## config.mk

```make
export PLATFORM = sky130hd
export DESIGN_NAME = wroc_queue
export DESIGN_NICKNAME = d
export VERILOG_FILES = /design/src/rtl/core/wroc_pkg.sv /design/src/rtl/core/wroc_queue.sv
export SDC_FILE = /design/constraint.sdc
export NUM_CORES = 1
export LEC_CHECK = 0
export ABC_AREA = 1
export BUFFER_PORTS_ARGS = -buffer_cell sky130_fd_sc_hd__buf_2
export CORE_UTILIZATION = 41
export DETAILED_ROUTE_END_ITERATION = 8
export PLACE_DENSITY = 0.78
export SLEW_MARGIN = 15
export SYNTH_ARGS = -nofsm -noshare
export SYNTH_HDL_FRONTEND = slang
export SYNTH_SLANG_ARGS = --single-unit
```

## constraint.sdc

```tcl
create_clock -name clk -period 2.8 [get_ports clk]
set_input_delay 0.28 -clock clk [delete_from_list [all_inputs] [get_ports clk]]
set_output_delay 0.28 -clock clk [all_outputs]
set_load 0.005 [all_outputs]
```

## src/rtl/core/wroc_pkg.sv

```systemverilog
package wroc_pkg;

	localparam int DEPTH_DEF = 64;

	typedef enum logic [2:0] {
		REG_TIME_WINDOW    = 3'd0,
		REG_WINDOW_SAMPLES = 3'd1,
		REG_WINDOW_FRAMES  = 3'd2,
		REG_OUTPUT_UNIT    = 3'd3,
		REG_SAMPLE_RATE    = 3'd4
	} reg_idx_t;

	typedef enum logic [1:0] {
		UNIT_MS  = 2'd0,
		UNIT_SEC = 2'd1,
		UNIT_MIN = 2'd2,
		UNIT_HR  = 2'd3
	} unit_t;

	typedef enum logic [2:0] {
		W_IDLE,
		W_TRIM,
		W_READ,
		W_CHECK,
		W_EMIT
	} win_state_t;

	typedef enum logic [2:0] {
		R_IDLE,
		R_MUL,
		R_SCALE,
		R_DIV,
		R_DONE
	} rate_state_t;

	typedef struct packed {
		logic        time_window;
		logic [6:0]  window_samples;
		logic [31:0] window_frames;
		logic [1:0]  output_unit;
		logic [18:0] sample_rate;
	} cfg_t;

	typedef struct packed {
		logic signed [15:0] value;
		logic [31:0]        stamp;
	} item_t;

	typedef struct packed {
		logic signed [16:0] dx;
		logic [31:0]        span;
		logic [6:0]         held;
	} job_t;

	localparam logic [47:0] RATE_MAX_POS = 48'h7FFF_FFFF_FFFF;
	localparam logic [63:0] RATE_MAX_NEG = 64'h0000_8000_0000_0000;

	function automatic logic [11:0] unit_mul(input logic [1:0] unit);
		logic [11:0] m;
		unique case (unit)
			UNIT_MIN: m = 12'd60;
			UNIT_HR:  m = 12'd3600;
			default:  m = 12'd1;
		endcase
		return m;
	endfunction

	function automatic logic [9:0] unit_div(input logic [1:0] unit);
		logic [9:0] d;
		unique case (unit)
			UNIT_MS: d = 10'd1000;
			default: d = 10'd1;
		endcase
		return d;
	endfunction

endpackage

```

## src/rtl/core/wroc_queue.sv

```systemverilog
module wroc_queue (
	input  logic            clk,
	input  logic            arst_n,
	input  logic            push,
	input  wroc_pkg::item_t push_item,
	output logic            full,
	input  logic            pop,
	output logic            valid,
	output wroc_pkg::item_t head
);
	wroc_pkg::item_t entry_q [2];
	logic            wp_q;
	logic            rp_q;
	logic [1:0]      cnt_q;

	assign full  = cnt_q == 2'd2;
	assign valid = cnt_q != 2'd0;
	assign head  = entry_q[rp_q];

	always_ff @(posedge clk) begin
		if (push) begin
			entry_q[wp_q] <= push_item;
		end
	end

	always_ff @(posedge clk or negedge arst_n) begin
		if (!arst_n) begin
			wp_q  <= 1'b0;
			rp_q  <= 1'b0;
			cnt_q <= '0;
		end else begin
			if (push) begin
				wp_q <= !wp_q;
			end
			if (pop) begin
				rp_q <= !rp_q;
			end
			if (push && !pop) begin
				cnt_q <= cnt_q + 2'd1;
			end else if (pop && !push) begin
				cnt_q <= cnt_q - 2'd1;
			end
		end
	end
endmodule

```

### After elaboration in Yosys (flattened, before gate mapping)

Memories as Yosys holds them, arrays and structs flattened.
Cells that the tools add are included.
W data, S select, Z words.

* memories: 1
* bits in writable memories: 96
* register bits: 4
* output and inout port bits: 50

* reduce and logical (&&, ||, !) cells: 8
* mux-type cells: 4
* add/subtract/negate cells: 2
* equal/unequal tests: 1

Memories
* entry_q: depth 2, width 48, read ports 1, clocked after Yosys merged registers in 0, wr ports 1, line wroc_queue.sv:11 `wroc_pkg::item_t entry_q [2];`

Operator list (number)
* $logic_not A1 Y1: 4
* $mux W2: 2
* $reduce_bool A2 Y1: 2
* $add A2 B1 Y2 const B: 1
* $eq A2 B2 Y1 const B: 1
* $logic_and A1 B1 Y1: 2
* $mux W1: 2
* $sub A2 B1 Y2 const B: 1

### Depth between registers and ports, before layout

Gate-level depths: netlist of run 1.

* word-level depth: 4
* mapped depth: 7
* gate-level depth less buffers: 7

### Least setup slack after synthesis of run 1

Ideal clock, no wire load.

* path kind: register to register
* start point: reg wp_q
* end point: mem entry_q[0][0] (netlist name), enable pin
* clock period less this slack: 2881 ps
* path buffers: 0
* data arrival time: 2426 ps
* slack: -81 ps
* setup time: 455 ps
* cell stages (with the launch flop): 2
* data required time: 2345 ps
* cell sequence: dfrtp_1 > nor2_1

RTL lines
* start: declaration: line wroc_queue.sv:12 `logic wp_q;`
* start signal: assignment: line wroc_queue.sv:33 `wp_q <= !wp_q;`
* end: declaration: line wroc_queue.sv:11

No word-level cell before the write port.

==> impl.org, run 1 <==
** Die
- Height of the die :: approximately 97 um
- Pin placement for this block handled ~100 I/O pins.
- In this run the core area contains 34 standard-cell rows.
- The die covers approximately 9400 sq um.
- Total core area :: 8760 sq um
- For this configuration, the core starts out at a cell density of 0.424.
- Die span in x :: slightly below 100 um

** Power
- IR drop worst, VDD :: 0.000338 V
- The analysis attributes to cell leakage a power of 1.76 nW.
- Total power density per cell area :: about 900 nW/um^2

** Placement
- Placement-stage cell area :: around 4400 sq um
- Weighted congestion reported at the end of routability-driven placement :: 0.656
- Before CTS, the worst setup slack after placement is ~0.94 ns.
- Hpwl dp :: around 4000 um
- The count of buffers added on input and output ports is ~100.

** Logic synthesis
- Summed over all instances, the cell type with the most area after synthesis is sky130_fd_sc_hd__edfxtp_1.
- Top area cells in the synthesized netlist :: sky130_fd_sc_hd__edfxtp_1 (78%), sky130_fd_sc_hd__mux2_2 (12%), sky130_fd_sc_hd__mux2_4 (4.0%), sky130_fd_sc_hd__dfrtp_1 (2.7%), sky130_fd_sc_hd__inv_1 (0.71%)
- Synth warn :: 0
- Summing every instance area after synthesis gives 3720 sq um.
- Number of synthesized flops with an enable pin :: 96
- Top-count cell post-synth :: sky130_fd_sc_hd__edfxtp_1
- A synthesized cell averages about 21 sq um.
- For this run, the register share of the synthesized area comes to 0.803.
- Synth cell count leaders :: sky130_fd_sc_hd__edfxtp_1 (96), sky130_fd_sc_hd__mux2_2 (38), sky130_fd_sc_hd__mux2_4 (10)
- Number of library cell types mapped by synthesis :: 15
- The cell count after synthesis came out at between 150 and 200.
- Post-synthesis async set-or-reset flop share :: 0.0400
- When the netlist entered floorplanning its net count stood at between 200 and 250.
- Of the post-synthesis cell area, the dominant cell type holds 0.776.
- Synthesized flop and latch total :: 100
- In the synthesized netlist the dominant register cell turns out to be sky130_fd_sc_hd__edfxtp_1.

** Route
- In the final routed layout, each cell accounts on average for 15.7 um.
- Top Layer Used :: met4
- For this block, wires on met1 add up to around 2700 um.
- Once detail routing completed, the nets flagged for antenna violations numbered 0.
- Wires add up to 6250 um.
- DRC viols :: 0
- The routed layout has 1898 vias.
- The first detailed-routing pass ran for 4 iterations.
- In the detailed route, the total length drawn on met2 is 3170 um.
- First DRT Iteration DRCs :: 63
- Met3 WL post-DR :: between 300 and 400 um
- Per-cell via count in the routed design :: between 4 and 5

** Timing
- For the pin with the worst max-slew slack, the measured transition is a little under 0.7 ns.
- Setup slack closes at ~0.58 ns.
- Setup total negative slack on the finished layout was measured at 0 ns.
- For the final database, setup skew stands at about 0.015 ns.
- Post-route fraction of the period consumed by the critical path :: 0.794
- Derived from the worst setup path, the maximum achievable clock frequency is 450 MHz.
- The worst pin sits at a relative slew slack of 0.548.
- For the finished layout, the period the worst path requires is 2.22 ns.
- The number of failing hold endpoints at the final stage was 0.
- Setup repair after global routing left no endpoint under its margin.
- Setup violations remaining at the end of the flow were counted as 0.
- Count of final max-slew check failures :: 0

** Worst setup path
- Kind of start point of the critical path :: flip-flop
- Data arrives at the worst endpoint at 1.94 ns.
- In this run the critical register-to-register path is launched from wp_q.
- The worst register-to-register path has a depth of 2.
- Max Fanout on Critical Path :: 25
- Capture instance of the worst register-to-register path :: entry_q[0][34]
- Kind of end point of the critical path :: output port
- At the worst endpoint, the required time is around 2.5 ns.
- The worst setup path is of the flip-flop to output port kind.
- Setup slack, reg-to-reg :: approximately 1.2 ns

** Clock tree
- Cts-stage hold buffer count :: 1
- Clock latency on the worst-skew pair, taken at its later pin, is approximately 0.36 ns.
- Clock-pin slew on the worst setup and hold paths :: 0.10 ns
- Post-CTS setup-driven buffer insertion count :: 0
- The cell sitting at the root of the clock tree is a sky130_fd_sc_hd__clkbuf_8.
- Clock tree synthesis found a total of 100 sinks.
- CTS tree :: built
- # resized after CTS :: 0
- In this run, CTS created clock tree buffers numbering 9.
- Maximum clock path buffer count :: 2
- Maximum level of the CTS H-tree :: 3

** Global route
- Maximum number of pins on one net before global-route repair :: 29
- Total track usage :: 0.139
- The initial antenna violation count came to 0.
- The via count of the first global-routing pass was slightly above 2000.
- GRT overflow :: 0
- First-pass GRT wire length :: between 9000 and 10000 um

** Hold path
- Classification of the worst-slack hold path :: input pin to flip-flop
- Hold Crit Start :: push_item[25]
- Counting instances, the worst hold path has a depth of 1.
- End of the worst hold path :: entry_q[0][25]

** Finish
- Of the cells placed in the final design, the portion with a size suffix greater than 1 is 0.583.
- Total Nets Final :: around 340
- The repair_antennas step left the layout with diodes totalling 0.
- Once layout is done, the placed cells without fillers occupy about 4600 sq um.
- Synth-to-layout area growth :: 22.6%

** Job
- The tool flagged a number of max-cap violations equal to 0.

** Outcome
- Result of the run :: finished, final reports clean
logic make-up after synthesis:
| group | after synthesis | share of synthesized area |
|---|---|---|
| simple gates | 10 | 0.0111 |
| buf+inv | 12 | 0.0202 |
| fa+ha+maj | 1 | 0.00337 |
| xor+xnor | 3 | 0.00707 |
| mux | 48 | 0.156 |
| flops | 100 | 0.803 |
power by group:
| group | leakage (nW) | internal (mW) | total (mW) | switching [mW] |
|---|---|---|---|---|
| Combinational | 0.737 | 0.654 | 1.17 | 0.515 |
| Clock | 0.0799 | 0.327 | 0.812 | 0.485 |
| Sequential | 0.947 | 1.98 | 2.14 | 0.153 |
| Total | 1.76 | 2.97 | 4.12 | 1.15 |
worst max-delay path by stage:
stage,startpoint,to,slack (ns),cells past startpoint
2_1_floorplan,wp_q,entry_q[0][0],0.71,1
3_3_place_gp,rp_q,head[0],0.96,3
3_5_place_dp,rp_q,head[0],0.94,3
4_1_cts,rp_q,head[0],0.53,3
5_1_grt,rp_q,head[0],0.47,3
6_report,rp_q,head[0],0.58,3
cells in the final DEF, fill, tap and decap left out, drive strengths merged:
master       count
buf            104
clkbuf          11
clkinv           2
clkinvlp         2
dfrtp            4
dlygate4sd3      1
edfxtp          96
ha               1
inv              8
mux2            48
nand2            6
nand3            1
nand4            1
nor2             2
xnor2            1
xor2             2
layer usage:
metal | vias to the layer above | track usage
li1 | 889 | -
met1 | 937 | 0.161
met2 | 64 | 0.229
met3 | 8 | 0.0446
met4 | 0 | 0.0746
met5 | - | 0
sequential cells by signal, indices dropped and copies added (netlist names):
signal   count
entry_q     96
cnt_q        2
rp_q         1
wp_q         1
stage by stage:
step,util,std cells,total power [mW],hold WS [ns]
floorplan,-,174,2.88,-0.0156
finish,0.520,398,4.12,0.0943
global route,0.520,398,4.34,0.0676
global placement,0.499,381,3.34,0.0936
detailed placement,0.499,381,3.37,0.0940
CTS,0.520,398,4.19,0.0743
worst max-delay path, cell delays in order (launching register included):
cell	delay, ns
sky130_fd_sc_hd__dfrtp_2	0.79
sky130_fd_sc_hd__buf_12	0.29
sky130_fd_sc_hd__mux2_2	0.36
sky130_fd_sc_hd__buf_2	0.13
layout make-up:
cell class / count / area, sq um
Clock buffer: 11 / 131
Clock inverter: 5 / 37.5
Fill cell: 750 / 4210
Inverter: 7 / 26.3
Multi-Input combinational cell: 62 / 666
Sequential cell: 100 / 2980
Tap cell: 108 / 135
Timing Repair Buffer: 105 / 576
(Power assumes the default switching activity.)
==> run 2, diff against run 1 <==
--- a/config.mk
+++ b/config.mk
@@ -5,7 +5,7 @@
 export SDC_FILE = /design/constraint.sdc
 export NUM_CORES = 1
 export LEC_CHECK = 0
-export ABC_AREA = 1
+export ABC_AREA = 0
 export BUFFER_PORTS_ARGS = -buffer_cell sky130_fd_sc_hd__buf_2
 export CORE_UTILIZATION = 41
 export DETAILED_ROUTE_END_ITERATION = 8
==> constraint.sdc (replaced) <==
create_clock -name clk -period 2 [get_ports clk]
set_input_delay 0.2 -clock clk [delete_from_list [all_inputs] [get_ports clk]]
set_output_delay 0.2 -clock clk [all_outputs]
set_load 0.005 [all_outputs]
==> impl.org, run 2 <==
** Logic synthesis
- The synthesized design spends more area on one cell type than any other, namely sky130_fd_sc_hd__edfxtp_1.
- Post-synthesis cell count :: 165 (-5.2%)
- Avg Synthesized Cell Area :: 22.4 sq um (+5.0%)
- Among all cell types in the netlist, the one instantiated most often is sky130_fd_sc_hd__edfxtp_1.
- Top area cells in the synthesized netlist :: sky130_fd_sc_hd__edfxtp_1 (78%), sky130_fd_sc_hd__mux2_2 (12%), sky130_fd_sc_hd__mux2_4 (4.1%), sky130_fd_sc_hd__dfrtp_1 (2.7%), sky130_fd_sc_hd__xor2_1 (0.95%)
- Post-synthesis async set-or-reset flop share :: 0.0400 (unchanged)
- The summed instance area of the synthesized netlist came to 3700 sq um (-0.47%).
- Synth cell count leaders :: sky130_fd_sc_hd__edfxtp_1 (96), sky130_fd_sc_hd__mux2_2 (38), sky130_fd_sc_hd__mux2_4 (10)
- Number of library cell types mapped by synthesis :: 15 (unchanged)
- Number of synthesized flops with an enable pin :: 96 (unchanged)
- In the synthesized netlist the dominant register cell turns out to be sky130_fd_sc_hd__edfxtp_1.
- Post-synthesis sequential area ratio :: 0.806 (+0.00380)
- Synth top area share :: 0.779 (+0.00367)
- The number of flip-flops and latches in the synthesized netlist is 100 (unchanged).
- Net count after synthesis :: 218 (-4.0%)
- Synth warn :: 0 (unchanged)

** Global route
- The largest net degree at the start of global routing came to 50 (+72%).
- The global-route wire length before repair was 9250 um (-4.6%).
- GRT overflow :: 0 (unchanged)
- The global routing usage summed across all routing layers came to 0.131 (-0.00733).
- The via count of the first global-routing pass was 1931 (-4.1%).
- The initial antenna violation count is 0 (unchanged).

** Worst setup path
- RR Startpoint :: wp_q
- Number of buffer and inverter stages on the critical path :: 2 (unchanged)
- Kind of start point of the critical path :: flip-flop
- The largest stage delay on the critical path came to 0.39 ns (-0.40 ns).
- Kind of cell with the highest combined delay on the critical path :: buffers and inverters
- Setup slack, reg-to-reg :: 0.75 ns (-0.47 ns)
- Kind of end point of the critical path :: output port
- Required time at the endpoint of the critical path :: 1.80 ns (-0.72 ns)
- The top fanout value on the critical path is 49 (+96%).
- Critical path type :: flip-flop to output port
- The signal on the critical path passes through buf_12, mux2_2, buf_2.
- Cell with the largest stage delay on the worst path :: sky130_fd_sc_hd__mux2_2
- The worst reg-to-reg path cell count came to 2 (unchanged).
- The arrival time of data at the critical path endpoint is 1.54 ns (-0.40 ns).
- The worst register-to-register path ends at entry_q[1][26].

** Clock tree
- The clock insertion delay at the later pin of the skew report was 0.35 ns (about the same).
- Inserted Clock Buffers :: 9 (unchanged)
- The number of instances resized during post-cts repair came to 0 (unchanged).
- The clock sink total came to 100 (unchanged).
- The clock input transition at the sequential cells of the worst setup and hold paths came to 0.09 ns (about the same).
- Root buffer selected by CTS :: sky130_fd_sc_hd__clkbuf_8
- Maximum level of the CTS H-tree :: 3 (unchanged)
- Cts-stage hold buffer count :: 1 (unchanged)
- Post-CTS setup-driven buffer insertion count :: 0 (unchanged)
- Maximum clock path buffer count :: 2 (unchanged)
- TritonCTS built the clock tree.

** Route
- The vias after detailed routing is 1839 (-3.1%).
- The number of DRC violations after detailed routing came to 0 (unchanged).
- Final Routed Wirelength :: 5870 um (-6.1%)
- The number of routed nets with antenna violations came to 0 (unchanged).
- The count of TritonRoute iterations in the first routing pass is 4 (unchanged).
- Per-cell via count in the routed design :: 4.72 (-1.1%)
- Post-detailed-route wirelength per cell :: 15.1 um (-4.2%)
- The initial DRC count is 44 (-30%).

** Timing
- Shortest period the worst path allows :: about 1.7 ns
- The transition time at the pin with the least slew margin was 0.360 ns (-0.317 ns).
- The worst hold-check slack was 0.0281 ns (-0.0662 ns).
- Final setup skew :: 0.00664 ns (-0.00855 ns)
- Count of endpoints failing setup in the final report :: 0 (unchanged)
- Relative slew margins :: 0.760 (+0.212)
- Final hold violation count :: 0 (unchanged)
- The final-report max-slew violation count came to 0 (unchanged).
- Setup repair after global routing missed its margin :: false
- Timing would allow up to approximately 570 MHz.
- Final setup TNS :: 0 ns (unchanged)
- Of the available clock period, the critical path in the final layout requires 0.870.

** Hold path
- Classification of the worst-slack hold path :: input pin to flip-flop
- Hold Crit Start :: push_item[7]
- The cell depth of the worst hold path came to 1 (unchanged).
- End of the worst hold path :: entry_q[0][7]

** Finish
- The ratio of cells with drive above 1 in the final layout was 0.606 (+0.0236).
- Top register by number of flip-flops :: entry_q
- Synth-to-layout area growth :: 23.0%
- The total number of nets in the final design is 332 (-1.8%).
- The final instance area came to 4550 sq um (-0.11%).
- The antenna diode count came to 0 (unchanged).
- Count of non-filler cells in the finished layout :: 390 (-2.0%)
- Commonest cells after routing, fill and taps aside :: sky130_fd_sc_hd__buf_2 (101), sky130_fd_sc_hd__edfxtp_1 (96), sky130_fd_sc_hd__mux2_2 (38)
- The library cell used most frequently in the layout, excluding fill and tap cells, is sky130_fd_sc_hd__buf_2.
- The flip-flop count of the largest register after layout is 96 (unchanged).
- The largest registers in the layout are entry_q: 96 flops, cnt_q: 2 flops.

** Die
- Io pins :: 102 (unchanged)
- The area enclosed by the die boundary came to 9410 sq um (-0.45%).
- Initial Util :: 0.424 (about the same)
- The vertical die dimension was 97.0 um (-0.23%).
- The standard cell core area is 8720 sq um (-0.49%).
- The width of the chip was 97.0 um (-0.23%).
- Row count :: 34 (unchanged)

** Power
- Total power density per cell area :: 1270 nW/um^2 (+41%)
- The total chip power came to 5.78 mW (+40%).
- The worst ir drop on vdd is 0.000783 V (+130%).
- Static leakage power :: 1.74 nW (-1.1%)

** Placement
- The HPWL after detailed placement came to 3800 um (-6.8%).
- Weighted congestion reported at the end of routability-driven placement :: 0.655 (-0.11%)
- Cells after DPL :: 374 (-1.8%)
- Number of buffers inserted by port buffering :: 101 (unchanged)
- Placement-stage cell area :: 4350 sq um (-0.60%)

** Job
- The max-cap violation count is 0 (unchanged).

** Outcome
- The run finished with clean final reports.
[run 2: cell types whose count changed in the layout (fill, tap and decap cells not counted), sizes merged, moves of 2 or more]
cell,before,now
inv,8,1
nand2,6,0
buf,104,106
clkinv,2,0
nor2b,0,2
xor2,2,4
[run 2: cell type report]
cell class | instances | area, sq um
fillers | 721 | 4170
well taps | 108 | 135
clock inverters | 4 | 52.6
repair buffers | 108 | 576
multi-input cells | 59 | 672
clock buffers | 10 | 128
flip-flops and latches | 100 | 2980
inverters | 1 | 3.75
[run 2: routing by layer]
metal | track usage | up-vias | wire [um]
met3 | 0.0455 | 9 | 377
met1 | 0.155 | 895 | 2430
met2 | 0.217 | 68 | 2970
li1 | - | 867 | -
met4 | 0.0586 | 0 | 93
met5 | 0 | - | 0
[run 2: cell families (layout without fill, tap and decap cells)]
logic type,Yosys count,count (layout),share of synthesized area
xor gates and xnor gates,5,5,0.0118
muxes,48,48,0.156
DFF,100,100,0.806
adders and majority gates,1,1,0.00338
buffers and inverters,6,123,0.0142
and+or+nand+nor,5,5,0.00778
[run 2: how the worst max path moves through the flow]
stage                     startpoint            end  depth (start not counted)
after floorplan                 wp_q  entry_q[1][0]                          1
after global placement          rp_q       head[46]                          3
after detailed placement        rp_q       head[46]                          3
after CTS                       rp_q       head[46]                          3
after global routing            rp_q        head[5]                          3
final                           rp_q       head[46]                          3
[run 2: through the flow]
stage          worst slack (ns)   util
3_3_place_gp              0.618  0.499
4_1_cts                   0.219  0.521
2_1_floorplan            0.0130      -
3_5_place_dp              0.610  0.499
6_report                  0.259  0.522
5_1_grt                   0.183  0.522
[run 2: power breakdown]
group	internal, mW	switching (mW)	leakage, nW
logic	0.912	0.776	0.718
clock network	0.565	0.632	0.0805
registers	2.78	0.119	0.947
total	4.26	1.53	1.74
